File: config.mk
export PLATFORM = sky130hd
export DESIGN_NAME = single_button_fade_dimmer_flat
export DESIGN_NICKNAME = d
export VERILOG_FILES = /design/src/rtl/sbfd_pkg.sv /design/src/rtl/sbfd_if.sv /design/src/rtl/sbfd_step.sv /design/src/rtl/single_button_fade_dimmer.sv /design/src/flat_wrapper.sv
export SDC_FILE = /design/constraint.sdc
export NUM_CORES = 1
export LEC_CHECK = 0
export BUFFER_PORTS_ARGS = -buffer_cell sky130_fd_sc_hd__buf_2
export CORE_MARGIN = 5
export CORE_UTILIZATION = 35
export CTS_CLUSTER_DIAMETER = 50
export DETAILED_ROUTE_END_ITERATION = 7
export PLACE_DENSITY = 0.61
export SYNTH_ARGS = -nofsm -noshare
export SYNTH_HDL_FRONTEND = slang
export SYNTH_SLANG_ARGS = --single-unit
File: constraint.sdc
create_clock -name clk -period 11 [get_ports clk]
set_input_delay 0.55 -clock clk [delete_from_list [all_inputs] [get_ports clk]]
set_output_delay 0.55 -clock clk [all_outputs]
set_load 0.1 [all_outputs]
File: src/rtl/sbfd_pkg.sv
// sbfd_pkg: shared types, register indexes and reset constants for the
// single button fade dimmer. No dependencies.
package sbfd_pkg;

  // default width of the saturating millisecond counters
  localparam int TICK_COUNT_BITS_DEF = 16;

  // configuration port geometry
  localparam int CFG_IDX_W  = 3;
  localparam int CFG_DATA_W = 16;

  // register indexes on the configuration port
  typedef enum logic [CFG_IDX_W-1:0] {
    CFG_DEBOUNCE    = 3'd0,
    CFG_ANIM_PERIOD = 3'd1,
    CFG_LONG_PRESS  = 3'd2,
    CFG_FADE_STEP   = 3'd3,
    CFG_SETUP_STEP  = 3'd4
  } cfg_idx_t;

  // register reset values
  localparam logic [15:0] DEBOUNCE_RST    = 16'd50;
  localparam logic [15:0] ANIM_PERIOD_RST = 16'd10;
  localparam logic [15:0] LONG_PRESS_RST  = 16'd1000;
  localparam logic [7:0]  FADE_STEP_RST   = 8'd4;
  localparam logic [7:0]  SETUP_STEP_RST  = 8'd1;

  // brightness limits
  localparam logic [7:0] LEVEL_FULL    = 8'd255;
  localparam logic [7:0] LEVEL_OFF     = 8'd0;
  localparam logic [7:0] MAX_LEVEL_RST = 8'd255;

  typedef struct packed {
    logic [15:0] debounce_ticks;
    logic [15:0] animation_period;
    logic [15:0] long_press_ticks;
    logic [7:0]  fade_step;
    logic [7:0]  setup_step;
  } cfg_t;

  // dimmer state apart from the tick counters
  typedef struct packed {
    logic [7:0]        level;
    logic signed [8:0] step;
    logic [7:0]        target_level;
    logic [7:0]        max_level;
    logic              on_flag;
    logic              setup_flag;
    logic              pressed_flag;
    logic              debouncing_flag;
  } dim_state_t;

  typedef struct packed {
    logic [7:0] pwm_level;
    logic       lamp_on;
    logic       in_setup;
    logic       button_held;
    logic [7:0] stored_max;
  } result_t;

endpackage

File: src/rtl/sbfd_if.sv
// sbfd_if: valid/ready channel interfaces for tick input, result output
// and configuration writes. Depends on sbfd_pkg.

// tick input channel
interface sbfd_in_if;
  logic valid;
  logic ready;
  logic button_level;
  modport source (output valid, output button_level, input ready);
  modport sink (input valid, input button_level, output ready);
endinterface

// result output channel
interface sbfd_out_if;
  logic       valid;
  logic       ready;
  logic [7:0] pwm_level;
  logic       lamp_on;
  logic       in_setup;
  logic       button_held;
  logic [7:0] stored_max;
  modport source (output valid, output pwm_level, output lamp_on, output in_setup,
                  output button_held, output stored_max, input ready);
  modport sink (input valid, input pwm_level, input lamp_on, input in_setup,
                input button_held, input stored_max, output ready);
endinterface

// configuration write channel
interface sbfd_cfg_if;
  logic                             valid;
  logic                             ready;
  logic [sbfd_pkg::CFG_IDX_W-1:0]  index;
  logic [sbfd_pkg::CFG_DATA_W-1:0] data;
  modport source (output valid, output index, output data, input ready);
  modport sink (input valid, input index, input data, output ready);
endinterface

File: src/rtl/sbfd_step.sv
// sbfd_step: next-state logic for one millisecond tick: counters, debounce,
// press/release, long press and animation. Depends on sbfd_pkg.
module sbfd_step #(
  parameter int TICK_COUNT_BITS = sbfd_pkg::TICK_COUNT_BITS_DEF
) (
  input  sbfd_pkg::cfg_t              cfg,
  input  sbfd_pkg::dim_state_t        st,
  input  logic [TICK_COUNT_BITS-1:0]  since_sample,
  input  logic [TICK_COUNT_BITS-1:0]  since_anim,
  input  logic [TICK_COUNT_BITS-1:0]  held_ticks,
  input  logic                        button_level,
  output sbfd_pkg::dim_state_t        st_nxt,
  output logic [TICK_COUNT_BITS-1:0]  since_sample_nxt,
  output logic [TICK_COUNT_BITS-1:0]  since_anim_nxt,
  output logic [TICK_COUNT_BITS-1:0]  held_ticks_nxt
);

  // compare width wide enough for both counters and 16-bit registers
  localparam int CMP_W = TICK_COUNT_BITS + 16;
  localparam logic [TICK_COUNT_BITS-1:0] CNT_SAT = '1;

  logic [TICK_COUNT_BITS-1:0] ss;
  logic [TICK_COUNT_BITS-1:0] sa;
  logic [TICK_COUNT_BITS-1:0] ht;
  logic                       do_sample;
  logic                       now_pressed;
  logic signed [9:0]          moved;
  logic signed [9:0]          target_ext;
  sbfd_pkg::dim_state_t       s;

  always_comb begin
    // saturating tick counters
    ss = (since_sample == CNT_SAT) ? CNT_SAT : since_sample + 1'b1;
    sa = (since_anim == CNT_SAT) ? CNT_SAT : since_anim + 1'b1;
    ht = (held_ticks == CNT_SAT) ? CNT_SAT : held_ticks + 1'b1;
    s  = st;

    // debounced sampling of the active-low pin
    do_sample   = !st.debouncing_flag ||
                  (CMP_W'(ss) >= CMP_W'(cfg.debounce_ticks));
    now_pressed = ~button_level;
    if (do_sample) begin
      if (now_pressed != st.pressed_flag) begin
        ht = '0;
        if (now_pressed) begin
          // press toggles the lamp
          if (st.on_flag) begin
            s.on_flag      = 1'b0;
            s.target_level = sbfd_pkg::LEVEL_OFF;
            s.step         = -$signed({1'b0, cfg.fade_step});
          end else begin
            s.on_flag      = 1'b1;
            s.target_level = st.max_level;
            s.step         = $signed({1'b0, cfg.fade_step});
          end
        end else if (st.setup_flag) begin
          // release ends the sweep and keeps the level as the new maximum
          s.setup_flag = 1'b0;
          s.max_level  = st.level;
          s.step       = '0;
        end
        s.pressed_flag    = now_pressed;
        s.debouncing_flag = 1'b1;
      end else begin
        s.debouncing_flag = 1'b0;
      end
      ss = '0;
    end

    // long press starts the setup sweep
    if (s.pressed_flag && !s.setup_flag &&
        (CMP_W'(ht) > CMP_W'(cfg.long_press_ticks))) begin
      s.setup_flag = 1'b1;
      if (s.level == sbfd_pkg::LEVEL_OFF) begin
        s.step         = $signed({1'b0, cfg.setup_step});
        s.target_level = sbfd_pkg::LEVEL_FULL;
      end else begin
        s.step         = -$signed({1'b0, cfg.setup_step});
        s.target_level = sbfd_pkg::LEVEL_OFF;
      end
    end

    // animation step, clamped to the target
    moved      = $signed({2'b00, s.level}) + $signed({s.step[8], s.step});
    target_ext = $signed({2'b00, s.target_level});
    if (CMP_W'(sa) >= CMP_W'(cfg.animation_period)) begin
      sa = '0;
      if (s.step != '0) begin
        if ((!s.step[8] && (moved > target_ext)) ||
            (s.step[8] && (moved < target_ext))) begin
          s.level = s.target_level;
          if (s.setup_flag) begin
            s.target_level = s.step[8] ? sbfd_pkg::LEVEL_FULL : sbfd_pkg::LEVEL_OFF;
            s.step         = -s.step;
          end else begin
            s.step = '0;
          end
        end else begin
          s.level = moved[7:0];
        end
      end
    end

    st_nxt           = s;
    since_sample_nxt = ss;
    since_anim_nxt   = sa;
    held_ticks_nxt   = ht;
  end

endmodule

File: src/rtl/single_button_fade_dimmer.sv
// single_button_fade_dimmer: top level with input register, tick state,
// result register and configuration registers.
// Depends on sbfd_pkg, sbfd_if and sbfd_step.
// A tick word passes through the input register and then the result register,
// where its result word waits until the output channel takes it.
// Throughput: one tick word per cycle while the result side does not stall;
// the single tick-state update is the only loop.
// Reset (rst_n low, synchronous): state and registers to their defaults,
// both pipeline stages empty.
module single_button_fade_dimmer #(
  parameter int TICK_COUNT_BITS = sbfd_pkg::TICK_COUNT_BITS_DEF
) (
  input logic        clk,
  input logic        rst_n,
  sbfd_in_if.sink    in_chan,
  sbfd_out_if.source out_chan,
  sbfd_cfg_if.sink   cfg_chan
);

  sbfd_pkg::cfg_t       cfg_r;
  sbfd_pkg::dim_state_t st_r;
  sbfd_pkg::dim_state_t st_nxt;
  sbfd_pkg::result_t    res_r;

  logic [TICK_COUNT_BITS-1:0] since_sample_r, since_sample_nxt;
  logic [TICK_COUNT_BITS-1:0] since_anim_r, since_anim_nxt;
  logic [TICK_COUNT_BITS-1:0] held_ticks_r, held_ticks_nxt;

  logic s1_valid_r;
  logic s1_button_r;
  logic out_valid_r;
  logic s2_take;
  logic s1_fire;
  logic in_fire;

  // handshake: result register can take a word when empty or draining
  assign s2_take       = !out_valid_r || out_chan.ready;
  assign s1_fire       = s1_valid_r && s2_take;
  assign in_chan.ready = !s1_valid_r || s2_take;
  assign in_fire       = in_chan.valid && in_chan.ready;
  assign cfg_chan.ready = 1'b1;

  // configuration registers
  always_ff @(posedge clk) begin
    if (!rst_n) begin
      cfg_r.debounce_ticks   <= sbfd_pkg::DEBOUNCE_RST;
      cfg_r.animation_period <= sbfd_pkg::ANIM_PERIOD_RST;
      cfg_r.long_press_ticks <= sbfd_pkg::LONG_PRESS_RST;
      cfg_r.fade_step        <= sbfd_pkg::FADE_STEP_RST;
      cfg_r.setup_step       <= sbfd_pkg::SETUP_STEP_RST;
    end else if (cfg_chan.valid) begin
      unique case (sbfd_pkg::cfg_idx_t'(cfg_chan.index))
        sbfd_pkg::CFG_DEBOUNCE:    cfg_r.debounce_ticks   <= cfg_chan.data;
        sbfd_pkg::CFG_ANIM_PERIOD: cfg_r.animation_period <= cfg_chan.data;
        sbfd_pkg::CFG_LONG_PRESS:  cfg_r.long_press_ticks <= cfg_chan.data;
        sbfd_pkg::CFG_FADE_STEP:   cfg_r.fade_step        <= cfg_chan.data[7:0];
        sbfd_pkg::CFG_SETUP_STEP:  cfg_r.setup_step       <= cfg_chan.data[7:0];
        default: ;
      endcase
    end
  end

  // input register
  always_ff @(posedge clk) begin
    if (!rst_n) begin
      s1_valid_r <= 1'b0;
    end else if (in_fire) begin
      s1_valid_r <= 1'b1;
    end else if (s1_fire) begin
      s1_valid_r <= 1'b0;
    end
  end

  always_ff @(posedge clk) begin
    if (in_fire) begin
      s1_button_r <= in_chan.button_level;
    end
  end

  // tick update logic
  sbfd_step #(
    .TICK_COUNT_BITS (TICK_COUNT_BITS)
  ) u_step (
    .cfg              (cfg_r),
    .st               (st_r),
    .since_sample     (since_sample_r),
    .since_anim       (since_anim_r),
    .held_ticks       (held_ticks_r),
    .button_level     (s1_button_r),
    .st_nxt           (st_nxt),
    .since_sample_nxt (since_sample_nxt),
    .since_anim_nxt   (since_anim_nxt),
    .held_ticks_nxt   (held_ticks_nxt)
  );

  // dimmer state, advanced once per word
  always_ff @(posedge clk) begin
    if (!rst_n) begin
      st_r.level           <= sbfd_pkg::LEVEL_OFF;
      st_r.step            <= '0;
      st_r.target_level    <= sbfd_pkg::LEVEL_OFF;
      st_r.max_level       <= sbfd_pkg::MAX_LEVEL_RST;
      st_r.on_flag         <= 1'b0;
      st_r.setup_flag      <= 1'b0;
      st_r.pressed_flag    <= 1'b0;
      st_r.debouncing_flag <= 1'b0;
      since_sample_r       <= '0;
      since_anim_r         <= '0;
      held_ticks_r         <= '0;
    end else if (s1_fire) begin
      st_r           <= st_nxt;
      since_sample_r <= since_sample_nxt;
      since_anim_r   <= since_anim_nxt;
      held_ticks_r   <= held_ticks_nxt;
    end
  end

  // result register
  always_ff @(posedge clk) begin
    if (!rst_n) begin
      out_valid_r <= 1'b0;
    end else if (s1_fire) begin
      out_valid_r <= 1'b1;
    end else if (out_chan.ready) begin
      out_valid_r <= 1'b0;
    end
  end

  always_ff @(posedge clk) begin
    if (s1_fire) begin
      res_r.pwm_level   <= st_nxt.level;
      res_r.lamp_on     <= st_nxt.on_flag;
      res_r.in_setup    <= st_nxt.setup_flag;
      res_r.button_held <= st_nxt.pressed_flag;
      res_r.stored_max  <= st_nxt.max_level;
    end
  end

  assign out_chan.valid       = out_valid_r;
  assign out_chan.pwm_level   = res_r.pwm_level;
  assign out_chan.lamp_on     = res_r.lamp_on;
  assign out_chan.in_setup    = res_r.in_setup;
  assign out_chan.button_held = res_r.button_held;
  assign out_chan.stored_max  = res_r.stored_max;

  // setup sweep only runs while the debounced button is held
  a_setup_needs_press: assert property (@(posedge clk) disable iff (!rst_n)
    st_r.setup_flag |-> st_r.pressed_flag)
    else $error("setup sweep active without a held button");

  // sweep always heads for one end of the range
  a_setup_target_end: assert property (@(posedge clk) disable iff (!rst_n)
    st_r.setup_flag |-> (st_r.target_level == sbfd_pkg::LEVEL_OFF ||
                         st_r.target_level == sbfd_pkg::LEVEL_FULL))
    else $error("setup sweep target not at an end of the range");

  // a stalled input word stays in the input register
  a_s1_hold: assert property (@(posedge clk) disable iff (!rst_n)
    (s1_valid_r && !s2_take) |=> (s1_valid_r && $stable(s1_button_r)))
    else $error("input register lost a stalled word");

endmodule

File: src/flat_wrapper.sv
// flat-port wrapper written by rule: the top's interface ports become plain ports
module single_button_fade_dimmer_flat 
#(
  parameter int TICK_COUNT_BITS = sbfd_pkg::TICK_COUNT_BITS_DEF
)
  (clk, rst_n, in_chan_valid, in_chan_button_level, in_chan_ready, out_chan_valid, out_chan_pwm_level, out_chan_lamp_on, out_chan_in_setup, out_chan_button_held, out_chan_stored_max, out_chan_ready, cfg_chan_valid, cfg_chan_index, cfg_chan_data, cfg_chan_ready);
  sbfd_in_if in_chan_i ();
  sbfd_out_if out_chan_i ();
  sbfd_cfg_if cfg_chan_i ();
  input logic clk;
  input logic rst_n;
  input wire logic [$bits(in_chan_i.valid)-1:0] in_chan_valid;
  input wire logic [$bits(in_chan_i.button_level)-1:0] in_chan_button_level;
  output wire logic [$bits(in_chan_i.ready)-1:0] in_chan_ready;
  output wire logic [$bits(out_chan_i.valid)-1:0] out_chan_valid;
  output wire logic [$bits(out_chan_i.pwm_level)-1:0] out_chan_pwm_level;
  output wire logic [$bits(out_chan_i.lamp_on)-1:0] out_chan_lamp_on;
  output wire logic [$bits(out_chan_i.in_setup)-1:0] out_chan_in_setup;
  output wire logic [$bits(out_chan_i.button_held)-1:0] out_chan_button_held;
  output wire logic [$bits(out_chan_i.stored_max)-1:0] out_chan_stored_max;
  input wire logic [$bits(out_chan_i.ready)-1:0] out_chan_ready;
  input wire logic [$bits(cfg_chan_i.valid)-1:0] cfg_chan_valid;
  input wire logic [$bits(cfg_chan_i.index)-1:0] cfg_chan_index;
  input wire logic [$bits(cfg_chan_i.data)-1:0] cfg_chan_data;
  output wire logic [$bits(cfg_chan_i.ready)-1:0] cfg_chan_ready;
  assign in_chan_i.valid = in_chan_valid;
  assign in_chan_i.button_level = in_chan_button_level;
  assign in_chan_ready = in_chan_i.ready;
  assign out_chan_valid = out_chan_i.valid;
  assign out_chan_pwm_level = out_chan_i.pwm_level;
  assign out_chan_lamp_on = out_chan_i.lamp_on;
  assign out_chan_in_setup = out_chan_i.in_setup;
  assign out_chan_button_held = out_chan_i.button_held;
  assign out_chan_stored_max = out_chan_i.stored_max;
  assign out_chan_i.ready = out_chan_ready;
  assign cfg_chan_i.valid = cfg_chan_valid;
  assign cfg_chan_i.index = cfg_chan_index;
  assign cfg_chan_i.data = cfg_chan_data;
  assign cfg_chan_ready = cfg_chan_i.ready;
  single_button_fade_dimmer #(.TICK_COUNT_BITS(TICK_COUNT_BITS)) u_core (.clk(clk), .rst_n(rst_n), .in_chan(in_chan_i), .out_chan(out_chan_i), .cfg_chan(cfg_chan_i));
endmodule
# Yosys cells after proc, flatten, opt, wreduce, memory -nomap -nowiden

Cells that the tools add are included.

Register bits after elaboration: 171
Input bits: 25
Word-level logic and storage cells: 104

Add/subtract/negate cells: 7
Magnitude comparators: 5
Equal/unequal tests: 8
Multiplexer cells: 33
Bitwise logic cells: 1
Reduce and logical (&&, ||, !) cells: 26

Operators with widths:

| operator                | number |
|---|---|
| $mux W16                | 7 |
| $mux W17                | 4 |
| $mux W25                | 2 |
| $add A16 B1 Y16 const B | 3 |
| $eq A16 B16 Y1 const B  | 3 |
| $mux W8                 | 6 |
| $ge A16 B16 Y1          | 2 |
| $mux W29                | 1 |
| $mux W28                | 1 |
| $mux W9                 | 3 |
| $neg A8 Y9              | 2 |
| $gt A16 B16 Y1          | 1 |
| $reduce_and A2 Y1       | 6 |
| $add A9 B9 Y10          | 1 |
| $gt A10 B9 Y1           | 1 |
| $lt A10 B9 Y1           | 1 |
| $mux W1                 | 9 |
| $neg A9 Y9              | 1 |
| $reduce_bool A9 Y1      | 1 |
| $logic_not A8 Y1        | 1 |
| $eq A3 B2 Y1 const B    | 2 |
| $logic_and A1 B1 Y1     | 6 |
| $logic_not A1 Y1        | 5 |
| $logic_or A1 B1 Y1      | 4 |
| 6 further kinds         | 7 |

# Depth between registers and ports, before layout

Depth in word-level cells: 16
Depth in mapped cells: 46
Depth with buffers taken out: 40

# Modules after synthesis

From an unflattened synthesis, not the netlist that was laid out.

Cell total of the unflattened synthesis: 1304
Area, all modules: 10661.5 µm²

By module, submodules not included:

| module                    | instances | cells an instance | area an instance (µm²) | sequential area each (µm²) |
|---|---|---|---|---|
| single_button_fade_dimmer | 1         | 635               | 6193.4                 | 3623.5 |
| sbfd_step                 | 1         | 669               | 4468.0                 | 0.0 |

# Worst setup path before layout

No wires, ideal clock.

Kind: reg2reg
Start point: register u_core.since_sample_r[2]
End point: register u_core.out_chan.pwm_level[2] (netlist name)
Library setup time: 0.260 ns
Arrival: 8.771 ns
Data required time: 10.740 ns
Path slack: 1.969 ns
Stages on the path, launching flop included: 43
Clock period less this slack: 9.031 ns
Path through: dfxtp_1 nand3_1 nor2_1 and2_1 clkbuf_1 nor2b_1 nand3_1 nor2_1 mux2i_1 ha_1 nand4_2 or4_4 or3_1 clkbuf_1 nand3_1 and2_1 clkbuf_1 clkbuf_1 [7 not listed] buf_6 mux2i_1 ha_1 a21o_1 a21o_1 a21o_1 a21oi_1 o21ai_0 a21oi_1 xnor2_1 ha_1 a21o_1 a31oi_1 a41oi_1 a21bo_2 o2bb2ai_4 mux2_2 mux2_2

RTL lines:

| element                | line                             | text |
|---|---|---|
| from (decl)            | single_button_fade_dimmer.sv:25  | `logic [TICK_COUNT_BITS-1:0] since_sample_r, since_sample_nxt;` |
| from (signal assigned) | single_button_fade_dimmer.sv:112 | `since_sample_r <= since_sample_nxt;` |

==> summary.txt <==
Final layout
  – Layout Utilization: 0.390
  – Final nets: 1384
  – Fraction of layout cells with a size suffix above 1: 0.102
  – ANT cells: 0
  – Most common cell after layout, fill and taps aside: nand2_1
  – Area Growth Syn to Fin: 10.6%
  – Most frequent cells in the layout: 238 x nand2_1, 152 x a21oi_1, 151 x dfxtp_1, 93 x nor2_1, 80 x inv_1

Synth
  – Top-area cell type share of the netlist area: 0.299
  – Synth area leaders: dfxtp_1 30%, ha_1 9.0%, nand2_1 8.8%
  – Post-synth top area cell: dfxtp_1
  – Synth warnings: 0
  – Synthesized area: 0.0101 mm^2
  – Cell count after synthesis: 1279
  – Net count after synthesis: 1378
  – Async SR Flop Fraction: 0
  – Cell variety after synth: 74
  – Seq cells post-synth: roughly 170
  – Primary FF master, synth: dfxtp_1
  – Post-synth EDFFs: 20
  – Mean Syn Cell Area: 7.89 um^2
  – Sequential-to-total area share from yosys stat: 0.359

CTS
  – CTS resizes: 0
  – Post-CTS Setup Inserts: 0
  – Clock buffer depth: 2
  – CTS hold repair buffers: 0
  – Later-pin clock latency in the skew report: 0.44 ns
  – CTS Buf Count: 17
  – CTS HTree Levels: 4
  – Clock transition at the registers of the reported paths: 0.08 ns
  – Root Buffer: clkbuf_16
  – CTS tree: yes
  – CTS Sinks: 171

Timing
  – RSZ-0062 raised after global routing: false
  – Fin. Hold Viols: 0
  – Skew final: about 0.019 ns
  – Final Cycle Share: 0.912
  – Max-slew violation count: 0
  – Fmax: around 100 MHz
  – Worst-Margin Slew: around 1.1 ns
  – Headroom to the max-slew limit: 0.245
  – # setup viols final: 0
  – Minimum clock period: 10.03 ns
  – Final setup TNS: 0 ns
  – Final setup margin: 0.969 ns
  – Min Hold Slack: between 0.2 and 0.3 ns

Setup path
  – Worst Setup EP: u_core.out_chan.pwm_level[4]
  – CP peak stage delay: 0.58 ns
  – Slowest CP cell: or4_4
  – R2R Path Start: u_core.since_sample_r[0]
  – Worst path arrival time: 10.21 ns
  – Critical R2R Capture: u_core.out_chan.pwm_level[4]
  – R2R depth: 37
  – CP endpoint kind: flop
  – Crit Path Max Fanout: 16
  – Beginning of the critical path: u_core.since_sample_r[0]
  – WS Path Type: reg2reg
  – CP Launch Type: flop
  – Setup slack on the worst flop-to-flop path: 0.97 ns
  – Data required time at the worst endpoint: 11.18 ns

Power
  – Power per Cell Area: between 100 and 150 mW/mm^2
  – Peak VDD IR: 0.0824 mV
  – Leak Pwr: 4.36 nW
  – Total power draw: 0.00145 W

Global routing
  – Vias in the first global route: 8483
  – First-pass GRT wire length: 43500 um
  – GRT Total Usage: 0.161
  – Pin count of the biggest net entering global routing: 76
  – Initial antenna violation count: 0
  – GRT overflow: 0

Placement
  – Dpl hpwl: around 19000 um
  – PortBufs: 45
  – Place WS: 0.718 ns
  – Global placer's final weighted congestion: ~0.85

Floorplanning
  – Core Box Area: 0.0286 mm^2
  – Die width: between 150 and 200 um
  – Die Ht: 180 um
  – Row cnt: 62
  – Initial Util: 0.353
  – Die ar.: 0.0323 mm^2
  – I/O pins: 47

Drt
  – Metal3 WL: 1150 um
  – Routed WL: 26100 um
  – DRT met1 WL: 12700 um
  – Post-route ant nets: 0
  – Avg Vias per Cell: 5.28
  – Met2 routed WL: 11900 um
  – Iter 0 DRT Violations: 718
  – Top routing layer in use: met4
  – DRC viols: 0
  – Pre-antenna DRT Iters: 5
  – DR vias: 8876
  – Routed wire per std cell: 15.5 um

Flow run
  – Max-Cap Viols: 0

Run status
  – Status: complete, no violations

Hold path
  – Hold Path Class: in2reg
  – Hold path cells: 1
==> cell families (layout without fill, tap and decap cells) <==
| logic type | Yosys count | count (layout) | synth area share |
|---|---|---|---|
| multiplexers | 29 | 29 | 0.0323 |
| AND/OR/NAND/NOR | 480 | 480 | 0.218 |
| XOR/XNOR | 45 | 45 | 0.0390 |
| buffers and inverters | 150 | 169 | 0.0584 |
| adder cells (fa/ha/maj) | 74 | 74 | 0.0925 |
| flip-flops | 171 | 171 | 0.359 |
| other | 1 | 1 | 0.000371 |
| AO/OA/AOI/OAI | 329 | 329 | 0.201 |
==> cells in the mapped netlist, drive strengths merged (19+ instances only) <==
library cell,n
mux2,19
o21ai,49
nand3,41
a22oi,34
nand2,238
ha,73
nor3,19
edfxtp,20
xnor2,35
and3,19
a21oi,152
nor2,94
inv,83
dfxtp,151
clkbuf,54
==> state kept, by name (all words and copies together) (netlist names) <==
signal	flops
u_core.cfg_r	64
u_core.st_r	37
u_core.held_ticks_r	16
u_core.since_anim_r	16
u_core.since_sample_r	16
u_core.out_chan.pwm_level	8
u_core.out_chan.stored_max	8
u_core.out_chan.button_held	1
u_core.out_chan.in_setup	1
u_core.out_chan.lamp_on	1
u_core.out_chan.valid	1
u_core.s1_button_r	1
u_core.s1_valid_r	1
==> stage by stage <==
| stage | cells | area (um^2) |
|---|---|---|
| finish | 1682 | 11200 |
| detailed placement | 1650 | 10600 |
| global route | 1682 | 11200 |
| global placement | 1650 | 10600 |
| floorplan | 1279 | 10100 |
| CTS | 1682 | 11200 |
==> routing by layer <==
metal,track usage,vias to the layer above
li1,-,4491
met1,0.223,4163
met2,0.259,195
met3,0.0267,27
met4,0.0460,0
met5,0,-
==> power by group <==
group          switching (W)  internal, W
clock network       0.000279     0.000306
logic               0.000137    0.0000651
registers          0.0000117     0.000647
==> critical path: cells and delay by family (launching register included) <==
kind	cells	cell delay [ns]
muxes	4	1.17
DFF	1	0.39
xor gates and xnor gates	1	0.16
AOI/OAI and AO/OA	13	2.79
and+or+nand+nor	15	4.00
adders and majority gates	4	1.24
==> worst min path at each step <==
stage	from	slack, ns	end
after floorplan	u_core.st_r[12]	0.43	u_core.st_r[12]
after global placement	u_core.cfg_r[38]	0.44	u_core.cfg_r[38]
after detailed placement	u_core.st_r[12]	0.44	u_core.st_r[12]
after CTS	in_chan_button_level	0.27	u_core.s1_button_r
after global routing	in_chan_button_level	0.28	u_core.s1_button_r
final	in_chan_button_level	0.29	u_core.s1_button_r
==> cell type report <==
cell class	instances	area (um^2)
clock buffers	19	443
clock inverters	13	119
fillers	2978	17500
inverters	83	313
multi-input cells	958	5900
flip-flops and latches	171	3620
well taps	384	480
repair buffers	54	293
Note: power is estimated with default switching activity, not from simulation.
